<file path="src/hdl/crs_pkg.sv">
// Shared constants and codes for the circle raster stepper.
package crs_pkg;

  // Fixed field widths of the stream payloads.
  localparam int unsigned MODE_W      = 2;
  localparam int unsigned CX_W        = 12;
  localparam int unsigned CY_W        = 12;
  localparam int unsigned RAD_W       = 11;
  localparam int unsigned OUT_W       = 14;
  localparam int unsigned S_TDATA_W   = 40;
  localparam int unsigned S_TUSER_W   = MODE_W;
  localparam int unsigned M_TDATA_W   = 4 * OUT_W;
  localparam int unsigned M_TUSER_W   = 2;

  // Default geometry and queue size.
  localparam int unsigned COORD_BITS_DEF  = 12;
  localparam int unsigned RADIUS_BITS_DEF = 11;
  localparam int unsigned QUEUE_DEPTH     = 2;

  // Midpoint decision constants.
  localparam int unsigned DEC_INIT     = 3;
  localparam int unsigned DEC_DIAG     = 10;
  localparam int unsigned DEC_STRAIGHT = 6;

  // Item kinds carried on the input tuser.
  typedef enum logic [MODE_W-1:0] {
    MODE_OUTLINE = 2'd0,
    MODE_FILL    = 2'd1,
    MODE_ADVANCE = 2'd2,
    MODE_ADV_ALT = 2'd3
  } mode_e;

endpackage

</file>
<file path="src/hdl/crs_front.sv">
// Front end: accepts items, keeps the circle state and queues one step record per item.
module crs_front #(
  parameter int unsigned COORD_BITS  = crs_pkg::COORD_BITS_DEF,
  parameter int unsigned RADIUS_BITS = crs_pkg::RADIUS_BITS_DEF,
  parameter int unsigned REC_W       = 2 * COORD_BITS + 2 * RADIUS_BITS + 6
) (
  input  logic                       clk_i,
  input  logic                       rst_ni,
  input  logic                       accept_i,
  input  logic [crs_pkg::MODE_W-1:0] mode_i,
  input  logic [crs_pkg::CX_W-1:0]   center_x_i,
  input  logic [crs_pkg::CY_W-1:0]   center_y_i,
  input  logic [crs_pkg::RAD_W-1:0]  radius_i,
  output logic                       push_o,
  output logic [REC_W-1:0]           push_data_o
);

  localparam int unsigned XW = RADIUS_BITS + 1;
  localparam int unsigned YW = RADIUS_BITS + 2;
  localparam int unsigned DW = RADIUS_BITS + 5;

  logic [COORD_BITS-1:0]   center_col_q, center_col_d;
  logic [COORD_BITS-1:0]   center_row_q, center_row_d;
  logic [XW-1:0]           step_x_q, step_x_d;
  logic signed [YW-1:0]    step_y_q, step_y_d;
  logic signed [DW-1:0]    decision_q, decision_d;
  logic                    fill_mode_q, fill_mode_d;
  logic                    active_q, active_d;

  logic                    is_start;
  logic [RADIUS_BITS-1:0]  rad;
  logic [XW-1:0]           x_adv;
  logic signed [YW-1:0]    y_adv;
  logic signed [DW-1:0]    xd, yd, rd, d_diag, d_straight;
  logic signed [YW-1:0]    x_cmp;
  logic                    done;
  logic                    empty;

  assign is_start = (mode_i == crs_pkg::MODE_OUTLINE) || (mode_i == crs_pkg::MODE_FILL);
  assign rad      = RADIUS_BITS'(radius_i);

  // One midpoint decision update.
  assign x_adv      = step_x_q + XW'(1);
  assign y_adv      = (decision_q > 0) ? (step_y_q - YW'(1)) : step_y_q;
  assign xd         = signed'(DW'(x_adv));
  assign yd         = DW'(y_adv);
  assign rd         = signed'(DW'(rad));
  assign d_diag     = decision_q + ((xd - yd) <<< 2) + DW'(crs_pkg::DEC_DIAG);
  assign d_straight = decision_q + (xd <<< 2) + DW'(crs_pkg::DEC_STRAIGHT);
  assign x_cmp      = signed'(YW'(x_adv));

  // Next state and step record for the accepted item.
  always_comb begin
    center_col_d = center_col_q;
    center_row_d = center_row_q;
    step_x_d     = step_x_q;
    step_y_d     = step_y_q;
    decision_d   = decision_q;
    fill_mode_d  = fill_mode_q;
    active_d     = active_q;
    done         = 1'b0;
    empty        = 1'b0;
    if (is_start) begin
      // A start always leaves y at or above x, so it never finishes at once.
      center_col_d = COORD_BITS'(center_x_i);
      center_row_d = COORD_BITS'(center_y_i);
      fill_mode_d  = (mode_i == crs_pkg::MODE_FILL);
      step_x_d     = '0;
      step_y_d     = signed'(YW'(rad));
      decision_d   = DW'(crs_pkg::DEC_INIT) - (rd <<< 1);
      active_d     = 1'b1;
    end else if (!active_q) begin
      empty = 1'b1;
      done  = 1'b1;
    end else begin
      step_x_d   = x_adv;
      step_y_d   = y_adv;
      decision_d = (decision_q > 0) ? d_diag : d_straight;
      done       = (y_adv < x_cmp);
      active_d   = !(y_adv < x_cmp);
    end
  end

  assign push_o      = accept_i;
  assign push_data_o = {empty, done, fill_mode_d, step_y_d, step_x_d,
                        center_row_d, center_col_d};

  // Circle state registers.
  always_ff @(posedge clk_i or negedge rst_ni) begin
    if (!rst_ni) begin
      center_col_q <= '0;
      center_row_q <= '0;
      step_x_q     <= '0;
      step_y_q     <= '0;
      decision_q   <= '0;
      fill_mode_q  <= 1'b0;
      active_q     <= 1'b0;
    end else if (accept_i) begin
      center_col_q <= center_col_d;
      center_row_q <= center_row_d;
      step_x_q     <= step_x_d;
      step_y_q     <= step_y_d;
      decision_q   <= decision_d;
      fill_mode_q  <= fill_mode_d;
      active_q     <= active_d;
    end
  end

endmodule

</file>
<file path="src/hdl/crs_queue.sv">
// Short first-in first-out queue of step records between front and back.
module crs_queue #(
  parameter int unsigned WIDTH = 8,
  parameter int unsigned DEPTH = crs_pkg::QUEUE_DEPTH
) (
  input  logic             clk_i,
  input  logic             rst_ni,
  input  logic             push_i,
  input  logic [WIDTH-1:0] push_data_i,
  input  logic             pop_i,
  output logic [WIDTH-1:0] pop_data_o,
  output logic             full_o,
  output logic             empty_o
);

  localparam int unsigned AW = (DEPTH > 1) ? $clog2(DEPTH) : 1;
  localparam int unsigned CW = $clog2(DEPTH + 1);

  logic [WIDTH-1:0] mem_q [DEPTH];
  logic [AW-1:0]    wptr_q, rptr_q;
  logic [CW-1:0]    count_q;

  assign full_o     = (count_q == CW'(DEPTH));
  assign empty_o    = (count_q == '0);
  assign pop_data_o = mem_q[rptr_q];

  // Storage is written only on a push.
  always_ff @(posedge clk_i) begin
    if (push_i) begin
      mem_q[wptr_q] <= push_data_i;
    end
  end

  // Pointers wrap at the queue depth.
  always_ff @(posedge clk_i or negedge rst_ni) begin
    if (!rst_ni) begin
      wptr_q  <= '0;
      rptr_q  <= '0;
      count_q <= '0;
    end else begin
      if (push_i) begin
        wptr_q <= (wptr_q == AW'(DEPTH - 1)) ? '0 : wptr_q + AW'(1);
      end
      if (pop_i) begin
        rptr_q <= (rptr_q == AW'(DEPTH - 1)) ? '0 : rptr_q + AW'(1);
      end
      if (push_i && !pop_i) begin
        count_q <= count_q + CW'(1);
      end else if (!push_i && pop_i) begin
        count_q <= count_q - CW'(1);
      end
    end
  end

endmodule

</file>
<file path="src/hdl/crs_back.sv">
// Back end: expands one step record into mirrored points or spans, one transfer per cycle unless stalled.
module crs_back #(
  parameter int unsigned COORD_BITS  = crs_pkg::COORD_BITS_DEF,
  parameter int unsigned RADIUS_BITS = crs_pkg::RADIUS_BITS_DEF,
  parameter int unsigned REC_W       = 2 * COORD_BITS + 2 * RADIUS_BITS + 6
) (
  input  logic                          clk_i,
  input  logic                          rst_ni,
  input  logic [REC_W-1:0]              rec_i,
  input  logic                          rec_empty_i,
  output logic                          pop_o,
  output logic                          m_tvalid_o,
  input  logic                          m_tready_i,
  output logic [crs_pkg::M_TDATA_W-1:0] m_tdata_o,
  output logic                          m_tlast_o,
  output logic [crs_pkg::M_TUSER_W-1:0] m_tuser_o
);

  localparam int unsigned XW  = RADIUS_BITS + 1;
  localparam int unsigned YW  = RADIUS_BITS + 2;
  localparam int unsigned NW  = ((COORD_BITS + 1 > YW) ? COORD_BITS + 1 : YW) + 1;
  localparam int unsigned WW  = (NW > crs_pkg::OUT_W) ? NW : crs_pkg::OUT_W;
  localparam int unsigned OW  = crs_pkg::OUT_W;

  logic [REC_W-1:0]       cur_q;
  logic                   cur_valid_q;
  logic [2:0]             idx_q;

  logic [COORD_BITS-1:0]  cx, cy;
  logic [XW-1:0]          sx;
  logic signed [YW-1:0]   sy;
  logic                   fill, done, empty;

  logic                   advance, last, swap, rneg, cneg;
  logic signed [WW-1:0]   cxw, cyw, xw, yw, a, b, col0, col1, row;
  logic [OW-1:0]          x0, x1, y0;

  logic                   out_valid_q;
  logic [crs_pkg::M_TDATA_W-1:0] out_data_q;
  logic                   out_last_q;
  logic [crs_pkg::M_TUSER_W-1:0] out_user_q;

  assign {empty, done, fill, sy, sx, cy, cx} = cur_q;

  // Which mirror image the current result is.
  always_comb begin
    if (empty) begin
      last = 1'b1;
    end else if (fill) begin
      last = (idx_q[1:0] == 2'b11);
    end else begin
      last = (idx_q == 3'b111);
    end
  end
  assign swap = fill ? idx_q[1] : idx_q[2];
  assign rneg = fill ? idx_q[0] : idx_q[1];
  assign cneg = fill ? 1'b0 : idx_q[0];

  // Span coordinates around the center, wrapped to the output width.
  assign cxw  = signed'(WW'(cx));
  assign cyw  = signed'(WW'(cy));
  assign xw   = signed'(WW'(sx));
  assign yw   = WW'(sy);
  assign a    = swap ? yw : xw;
  assign b    = swap ? xw : yw;
  assign col0 = cneg ? (cxw - a) : (cxw + a);
  assign col1 = fill ? (cxw - a) : col0;
  assign row  = rneg ? (cyw - b) : (cyw + b);
  assign x0   = empty ? '0 : col0[OW-1:0];
  assign x1   = empty ? '0 : col1[OW-1:0];
  assign y0   = empty ? '0 : row[OW-1:0];

  // A result moves into the output register when it is free or being drained.
  assign advance = cur_valid_q && (!out_valid_q || m_tready_i);
  assign pop_o   = !rec_empty_i && (!cur_valid_q || (advance && last));

  // Current record and result index.
  always_ff @(posedge clk_i or negedge rst_ni) begin
    if (!rst_ni) begin
      cur_valid_q <= 1'b0;
      idx_q       <= '0;
    end else begin
      if (pop_o) begin
        cur_valid_q <= 1'b1;
        idx_q       <= '0;
      end else if (advance) begin
        cur_valid_q <= !last;
        idx_q       <= idx_q + 3'd1;
      end
    end
  end

  always_ff @(posedge clk_i) begin
    if (pop_o) begin
      cur_q <= rec_i;
    end
  end

  // Output register.
  always_ff @(posedge clk_i or negedge rst_ni) begin
    if (!rst_ni) begin
      out_valid_q <= 1'b0;
    end else if (advance) begin
      out_valid_q <= 1'b1;
    end else if (m_tready_i) begin
      out_valid_q <= 1'b0;
    end
  end

  always_ff @(posedge clk_i) begin
    if (advance) begin
      out_data_q <= {y0, x1, y0, x0};
      out_last_q <= last;
      out_user_q <= {empty, done};
    end
  end

  assign m_tvalid_o = out_valid_q;
  assign m_tdata_o  = out_data_q;
  assign m_tlast_o  = out_last_q;
  assign m_tuser_o  = out_user_q;

endmodule

</file>
<file path="src/hdl/circle_raster_stepper_unit.sv">
// Top level of the midpoint circle rasterizer: front end, step queue and span emitter.
// The first result of an item passes through the step queue, the current-record register and the output register.
// An outline step yields eight results, a fill step four and an idle advance one;
// the output port carries one result per cycle while m_axis_tready stays high.
// Input transfers continue back to back while the two-entry step queue has room.
// Reset (rst_ni low, asynchronous) clears the circle state to idle and empties the queue.
module circle_raster_stepper_unit #(
  parameter int unsigned COORD_BITS  = crs_pkg::COORD_BITS_DEF,
  parameter int unsigned RADIUS_BITS = crs_pkg::RADIUS_BITS_DEF
) (
  input  logic                          clk_i,
  input  logic                          rst_ni,
  input  logic                          s_axis_tvalid,
  output logic                          s_axis_tready,
  // center_x [11:0], center_y [23:12], radius [34:24], zero [39:35]
  input  logic [crs_pkg::S_TDATA_W-1:0] s_axis_tdata,
  // mode [1:0]
  input  logic [crs_pkg::S_TUSER_W-1:0] s_axis_tuser,
  output logic                          m_axis_tvalid,
  input  logic                          m_axis_tready,
  // span_x0 [13:0], span_y0 [27:14], span_x1 [41:28], span_y0 again [55:42]
  output logic [crs_pkg::M_TDATA_W-1:0] m_axis_tdata,
  // last_of_step
  output logic                          m_axis_tlast,
  // done_res [0], empty_res [1]
  output logic [crs_pkg::M_TUSER_W-1:0] m_axis_tuser
);

  localparam int unsigned REC_W = 2 * COORD_BITS + 2 * RADIUS_BITS + 6;
  localparam int unsigned CY_LO = crs_pkg::CX_W;
  localparam int unsigned RD_LO = crs_pkg::CX_W + crs_pkg::CY_W;

  logic             accept;
  logic             push;
  logic [REC_W-1:0] push_data;
  logic             pop;
  logic [REC_W-1:0] pop_data;
  logic             q_full;
  logic             q_empty;

  assign s_axis_tready = !q_full;
  assign accept        = s_axis_tvalid && s_axis_tready;

  // Item classification and decision update.
  crs_front #(
    .COORD_BITS  (COORD_BITS),
    .RADIUS_BITS (RADIUS_BITS),
    .REC_W       (REC_W)
  ) u_front (
    .clk_i       (clk_i),
    .rst_ni      (rst_ni),
    .accept_i    (accept),
    .mode_i      (s_axis_tuser),
    .center_x_i  (s_axis_tdata[crs_pkg::CX_W-1:0]),
    .center_y_i  (s_axis_tdata[CY_LO +: crs_pkg::CY_W]),
    .radius_i    (s_axis_tdata[RD_LO +: crs_pkg::RAD_W]),
    .push_o      (push),
    .push_data_o (push_data)
  );

  // Step records waiting for the emitter.
  crs_queue #(
    .WIDTH (REC_W),
    .DEPTH (crs_pkg::QUEUE_DEPTH)
  ) u_queue (
    .clk_i       (clk_i),
    .rst_ni      (rst_ni),
    .push_i      (push),
    .push_data_i (push_data),
    .pop_i       (pop),
    .pop_data_o  (pop_data),
    .full_o      (q_full),
    .empty_o     (q_empty)
  );

  // Point and span generation.
  crs_back #(
    .COORD_BITS  (COORD_BITS),
    .RADIUS_BITS (RADIUS_BITS),
    .REC_W       (REC_W)
  ) u_back (
    .clk_i       (clk_i),
    .rst_ni      (rst_ni),
    .rec_i       (pop_data),
    .rec_empty_i (q_empty),
    .pop_o       (pop),
    .m_tvalid_o  (m_axis_tvalid),
    .m_tready_i  (m_axis_tready),
    .m_tdata_o   (m_axis_tdata),
    .m_tlast_o   (m_axis_tlast),
    .m_tuser_o   (m_axis_tuser)
  );

endmodule
</file>
<file path="config.mk">
export PLATFORM = sky130hd
export DESIGN_NAME = circle_raster_stepper_unit
export DESIGN_NICKNAME = d
export VERILOG_FILES = /design/src/hdl/crs_pkg.sv /design/src/hdl/crs_front.sv /design/src/hdl/crs_queue.sv /design/src/hdl/crs_back.sv /design/src/hdl/circle_raster_stepper_unit.sv
export SDC_FILE = /design/constraint.sdc
export NUM_CORES = 1
export LEC_CHECK = 0
export BUFFER_PORTS_ARGS = -buffer_cell sky130_fd_sc_hd__buf_2
export CAP_MARGIN = 0
export CORE_ASPECT_RATIO = 1.25
export CORE_MARGIN = 4
export CORE_UTILIZATION = 40
export DETAILED_ROUTE_END_ITERATION = 6
export PLACE_DENSITY = 0.6
export SKIP_LAST_GASP = 1
export SLEW_MARGIN = 15
export SYNTH_ARGS = -nofsm -noshare
export SYNTH_HDL_FRONTEND = slang
export SYNTH_SLANG_ARGS = --single-unit
</file>
<file path="constraint.sdc">
create_clock -name clk_i -period 6 [get_ports clk_i]
set_input_delay 1.2 -clock clk_i [delete_from_list [all_inputs] [get_ports clk_i]]
set_output_delay 1.2 -clock clk_i [all_outputs]
set_load 0.05 [all_outputs]
</file>
* Yosys cells after proc, flatten, opt, wreduce, memory -nomap -nowiden
Memory sizes are Yosys's and may differ from the RTL's. A register that Yosys moved wholly into a read port is not among the register bits.
Cells that the tools add are included.
Widths: inputs -> output; s select.
** Operators by class
- Add/sub/neg operators :: 17
- Mux-type cells :: 40
- Equality and inequality tests :: 4
- Order comparisons :: 2
- Bitwise gates (word level) :: 0
- Reductions and logical operators :: 24
- Multiply operators :: 0
- Div/mod/pow operators :: 0
- Shift operators :: 0
** Operators with widths (number)
- $mux 14 :: 6
- $mux 12 :: 4
- $mux 16 :: 3
- $mux 13 :: 3
- $add 13x14->14 :: 2
- $sub 13x14->14 :: 2
- $mux 1 :: 20
- $add 16x14->16 :: 1
- $add 16x16->16 :: 1
- $add 16x3->16 const B :: 1
- $add 16x4->16 const B :: 1
- $gt 16x1->1 const B :: 1
- $sub 13x13->14 :: 1
- $lt 13x13->1 :: 1
- $sub 13x2->13 const B :: 1
- $sub 2x12->13 const A :: 1
- $add 12x1->12 const B :: 1
- $logic_not 1->1 :: 8
- $reduce_bool 2->1 :: 4
- $logic_and 1x1->1 :: 6
- $mux 3 :: 2
- $eq 2x2->1 const B :: 2
- $logic_not 2->1 :: 2
- $mux 2 :: 2
- 8 further kinds :: 11
** Word-level totals
- Memories kept :: 1
- Output and inout port bits :: 61
- ROM bits :: 0
- Bits of input ports :: 46
- Word-level logic and storage cells :: 105
- Latch bits :: 0
- Memory bits (writable) :: 104
- Flip-flop bits (word level) :: 135
** Memory list
- u_queue.mem_q :: words 2, width 52, rd ports 1, clocked after memory_dff 1, wr ports 1, RTL line crs_queue.sv:19 : logic [WIDTH-1:0] mem_q [DEPTH];

* Longest topological paths before layout
- Word-level depth :: 9
- Mapped depth :: 23
- Gate-level depth less buffers :: 22

* Hierarchy
A second synthesis with hierarchy kept.
** Second synthesis, totals
- Cell total of the unflattened synthesis :: 1541
- Area, all modules :: 16767.3 um^2
** By module, submodules not included
- crs_front :: sequential area each 1676.6 um^2, cells each 765, times used 1, area each 6308.6 um^2
- crs_back :: sequential area each 3007.9 um^2, cells each 596, times used 1, area each 6258.5 um^2
- crs_queue :: sequential area each 3223.1 um^2, cells each 178, times used 1, area each 4190.3 um^2
- circle_raster_stepper_unit :: sequential area each 0.0 um^2, cells each 2, times used 1, area each 10.0 um^2

* Worst setup path after synthesis
No wires, ideal clock.
- Path type :: flip-flop to flip-flop
- Start :: reg u_front.decision_q[15]
- End :: reg u_front.decision_q[15]
- Slack :: 0.907 ns
- Clock period less this slack :: 5.093 ns
- Library setup time :: 0.131 ns
- Data arrival time :: 4.962 ns
- Stages on the path, launching flop included :: 23
- Required time :: 5.869 ns
- Path buffers :: 3
- Cell sequence :: dfrtp_1 > nor4_2 > a41oi_1 > clkbuf_1 > clkbuf_1 > nand2_1 > xor2_1 > ha_1 > clkbuf_1 > and3_1 > a21oi_2 > o21ai_0 > xor2_1 > ha_1 > ha_1 > and2_1 > o21ai_0 > o31ai_1 > or4_1 > o311ai_0 > o21ai_0 > and4b_1 > or3_1
** Between the ends
- Longest elaborated chain between the ends :: 8
- Elaborated cells between the ends (all ways) :: 10
- Those cells by class :: add/sub (5); order compare (1); mux (4)
** RTL lines
- start, declared :: RTL line crs_front.sv:26 : logic signed [DW-1:0] decision_q, decision_d;
- start signal, assigned :: RTL line crs_front.sv:103 : decision_q <= decision_d;
- $gt 16x1->1 :: RTL line crs_front.sv:44, crs_front.sv:78
- $mux 13 :: RTL line crs_front.sv:44 : assign y_adv = (decision_q > 0) ? (step_y_q - YW'(1)) : step_y_q;
- $sub 13x13->14 :: RTL line crs_front.sv:48 : assign d_diag = decision_q + ((xd - yd) <<< 2) + DW'(crs_pkg::DEC_DIAG);
- $add 16x16->16 :: RTL line crs_front.sv:48
- $add 16x4->16 :: RTL line crs_front.sv:48
- $mux 16 * :: RTL line crs_front.sv:78 : decision_d = (decision_q > 0) ? d_diag : d_straight;
- $mux 16 * :: RTL line crs_front.sv:72 : end else if (!active_q) begin
- $mux 16 * :: RTL line crs_front.sv:63 : if (is_start) begin
Every way passes the cells marked *; elsewhere a longest branch is shown, timed or not. The select of a mux whose other input is x is not followed.
A chain may end at the register's enable or synchronous reset.

* Final worst setup path
- Start :: reg u_front.decision_q[11]
- End :: reg u_front.decision_q[15]
Same word-level chain as after synthesis.

==> flow_metrics.env <==
export IMPL_num_rows=82
export IMPL_dpl_cell_area_um2=17300
export IMPL_clockRootBuffer="clkbuf_16"
export IMPL_initial_core_util=0.406
export IMPL_synth_compound_gate_area_share=0.112
export IMPL_crit_reg2reg_launch="u_front.decision_q[11]"
export IMPL_fin_worst_skew_ps=9.40
export IMPL_synthXorXnorAreaFrac=0.0645
export IMPL_tightest_slew_ps=979
export IMPL_synth_nets=1608
export IMPL_synth_top_cell_area_share=0.369
export IMPL_setup_violations=0
export IMPL_synth_common_cells="200 x edfxtp_1, 125 x mux2_2, 109 x nor2_1"
export IMPL_via_per_inst=5.23
export IMPL_worstSetupStartpointType="flop"
export IMPL_drive_above_1_share=0.203
export IMPL_hold_viol=0
export IMPL_cts_htree_levels=1
export IMPL_diodes=0
export IMPL_gp_congestion=0.882
export IMPL_cts_buffers_inserted=28
export IMPL_area_growth_pct=12.1
export IMPL_vias=10925
export IMPL_synthSimpleGateAreaFrac=0.105
export IMPL_ys_ff_latch=276
export IMPL_ant_nets=0
export IMPL_cts_resized_gates=0
export IMPL_dr_pass1_iters=5
export IMPL_cap_violations=0
export IMPL_syn_area_per_cell_um2=11.2
export IMPL_synth_area_leaders="edfxtp_1 37%, dfrtp_1 12%, mux2_2 8.7%, ha_1 8.2%, a21oi_1 3.2%"
export IMPL_dp_cells=2038
export IMPL_cts_buffer_depth=3
export IMPL_grt_total_usage=0.161
export IMPL_fmax_ghz=0.182
export IMPL_ys_types=67
export IMPL_worstSetupEndpointType="flop"
export IMPL_r2r_end="u_front.decision_q[15]"
export IMPL_stdcell_count=2090
export IMPL_ys_warn_count=0
export IMPL_dieArea_um2=44000
export IMPL_crit_required_ps=6420
export IMPL_period_share=0.913
export IMPL_rsz0062_at_grt="no"
export IMPL_ctsHoldBuffers=0
export IMPL_fin_nets=1679
export IMPL_r2r_cells=21
export IMPL_synth_fa_ha_area_frac=0.0884
export IMPL_cts_tree="yes"
export IMPL_overflow=0
export IMPL_io_pins=107
export IMPL_yosys_area_top_type="edfxtp_1"
export IMPL_rrSetupSlack_ps=520
export IMPL_post_cts_buffers=0
export IMPL_drv_slew=0
export IMPL_crit_type="flop to flop"
export IMPL_clk_pin_slew_ps=60
export IMPL_cts_sinks=276
export IMPL_multi_input_area_um2=7820
export IMPL_status="complete, no violations"
export IMPL_grt_pass1_wl_um=57500
export IMPL_core_area_um2=40100
export IMPL_clock_latency_ps=540
export IMPL_synthCells=1451
export IMPL_cp_max_fo=5
export IMPL_place_hpwl_um=26000
export IMPL_yosysMostFrequentCell="edfxtp_1"
export IMPL_grt_antenna_before_repair=0
export IMPL_cp_arrival_ps=5900
export IMPL_hold_class="flop to flop"
export IMPL_drc=0
export IMPL_setup_tns_ps=0
export IMPL_min_period_ps=5480
export IMPL_grt_max_degree=69
export IMPL_synthMuxAreaShare=0.110
export IMPL_max_slew_margin=0.347
export IMPL_worst_hold_slack_ps=424
export IMPL_first_iter_violations=475
export IMPL_grt_pass1_vias=10921
export IMPL_crit_start="u_front.decision_q[11]"
export IMPL_portBuffers=101
export IMPL_cp_endpoint="u_front.decision_q[15]"
export IMPL_synth_edf_count=200
export IMPL_syn_area_um2=16300
export IMPL_synth_seq_area_share=0.486
export IMPL_async_reset_ff_frac=0.275
export IMPL_synth_ff_type="edfxtp_1"
export IMPL_die_width_um=188
export IMPL_die_y_um=233
export IMPL_fillerInstances=3679
export IMPL_synth_top_family_by_area="compound AO/OA/AOI/OAI gates"
export IMPL_wl_per_cell_um=17.2
export IMPL_drt_total_wl_um=36000
export IMPL_fin_area_um2=18200
export IMPL_regArea_um2=7910
[stage by stage]
stage | util | worst slack [ps]
after global placement | 0.430 | 590
after detailed placement | 0.430 | 566
after global routing | 0.455 | 176
final | 0.455 | 520
after floorplan | - | 907
after CTS | 0.455 | 507
[per-layer routing]
metal / GRT usage / part of all wire
met1: 0.195 / 0.42
met4: 0.0485 / 0.025
met2: 0.301 / 0.52
met3: 0.0157 / 0.031
met5: 0 / 0
[worst max-delay path, cell delays in order, from the launching register on]
cell	delay (ps)
dfrtp_1	420
nor4_2	470
a41oi_2	240
and3_1	260
nand2_1	110
xor2_1	80
ha_1	350
and3_1	230
o2111ai_1	120
and2_0	170
a31oi_1	420
and2_1	230
nor2_1	60
ha_1	270
ha_1	360
o21ai_0	110
o31ai_1	130
or4_1	400
o311ai_0	170
o21ai_0	220
and4b_1	210
or3_1	330
[logic make-up after synthesis]
kind of cell             count (synthesis)
flip-flops                             276
AO/OA/AOI/OAI                          291
XOR/XNOR                               119
buffers and inverters                  133
AND/OR/NAND/NOR                        359
adder cells (fa/ha/maj)                112
multiplexers                           161
[cell usage in the layout (no fill, tap or decap), types with 5 or more instances in the layout]
cell / Yosys / routed
edfxtp_1: 200 / 200
mux2_2: 125 / 125
nor2_1: 109 / 107
ha_1: 106 / 106
a21oi_1: 104 / 104
buf_2: 1 / 100
nand2_1: 95 / 95
dfrtp_1: 76 / 75
xor2_1: 59 / 59
xnor2_1: 59 / 59
o21ai_0: 53 / 53
inv_1: 53 / 52
mux2i_1: 34 / 34
nand3_1: 31 / 31
nor3_1: 29 / 29
clkbuf_16: 0 / 29
nand2b_1: 22 / 22
buf_4: 16 / 19
a21o_1: 17 / 17
and3_1: 16 / 15
o31ai_1: 15 / 15
o211ai_1: 13 / 13
a211oi_1: 11 / 11
nor2b_1: 10 / 10
o21bai_1: 10 / 10
o22ai_1: 10 / 10
a31oi_1: 9 / 9
a211o_1: 9 / 9
o21a_1: 10 / 9
clkbuf_1: 50 / 9
or3_1: 8 / 8
or2_2: 8 / 8
nor4_1: 6 / 6
clkbuf_8: 0 / 6
fa_1: 5 / 5
[layout make-up]
class / instances / area share
clock inverters: 8 / 0.00734
clock buffers: 44 / 0.0462
inverters: 55 / 0.0113
well taps: 546 / 0.0375
repair buffers: 119 / 0.0353
flip-flops and latches: 276 / 0.434
multi-input cells: 1042 / 0.429
[state kept, by name, indices dropped and copies added (netlist names)]
register              flops
u_back.m_tuser_o          2
u_back.m_tvalid_o         1
u_front.center_col_q     12
u_back.cur_q             52
u_queue.mem_q           104
u_queue.count_q           2
u_back.m_tlast_o          1
u_front.fill_mode_q       1
u_front.decision_q       16
u_back.idx_q              3
u_front.step_x_q         12
u_front.step_y_q         13
u_back.cur_valid_q        1
u_front.active_q          1
u_back.m_tdata_o         41
u_queue.wptr_q            1
u_front.center_row_q     12
u_queue.rptr_q            1
[how the worst min path moves through the flow]
stage / slack [ps] / cells after the start / endpoint / from
5_1_grt: 440 / 0 / u_back.m_tuser_o[0] / u_back.cur_q[50]
4_1_cts: 420 / 0 / u_back.m_tuser_o[0] / u_back.cur_q[50]
3_5_place_dp: 410 / 0 / u_back.m_tuser_o[0] / u_back.cur_q[50]
6_report: 420 / 0 / u_back.m_tuser_o[0] / u_back.cur_q[50]
2_1_floorplan: 400 / 0 / u_back.m_tuser_o[0] / u_back.cur_q[50]
3_3_place_gp: 410 / 0 / u_back.m_tuser_o[0] / u_back.cur_q[50]
Power is not shown: default switching activity piles up to over one toggle a cycle in this logic, so the estimate is an artifact.
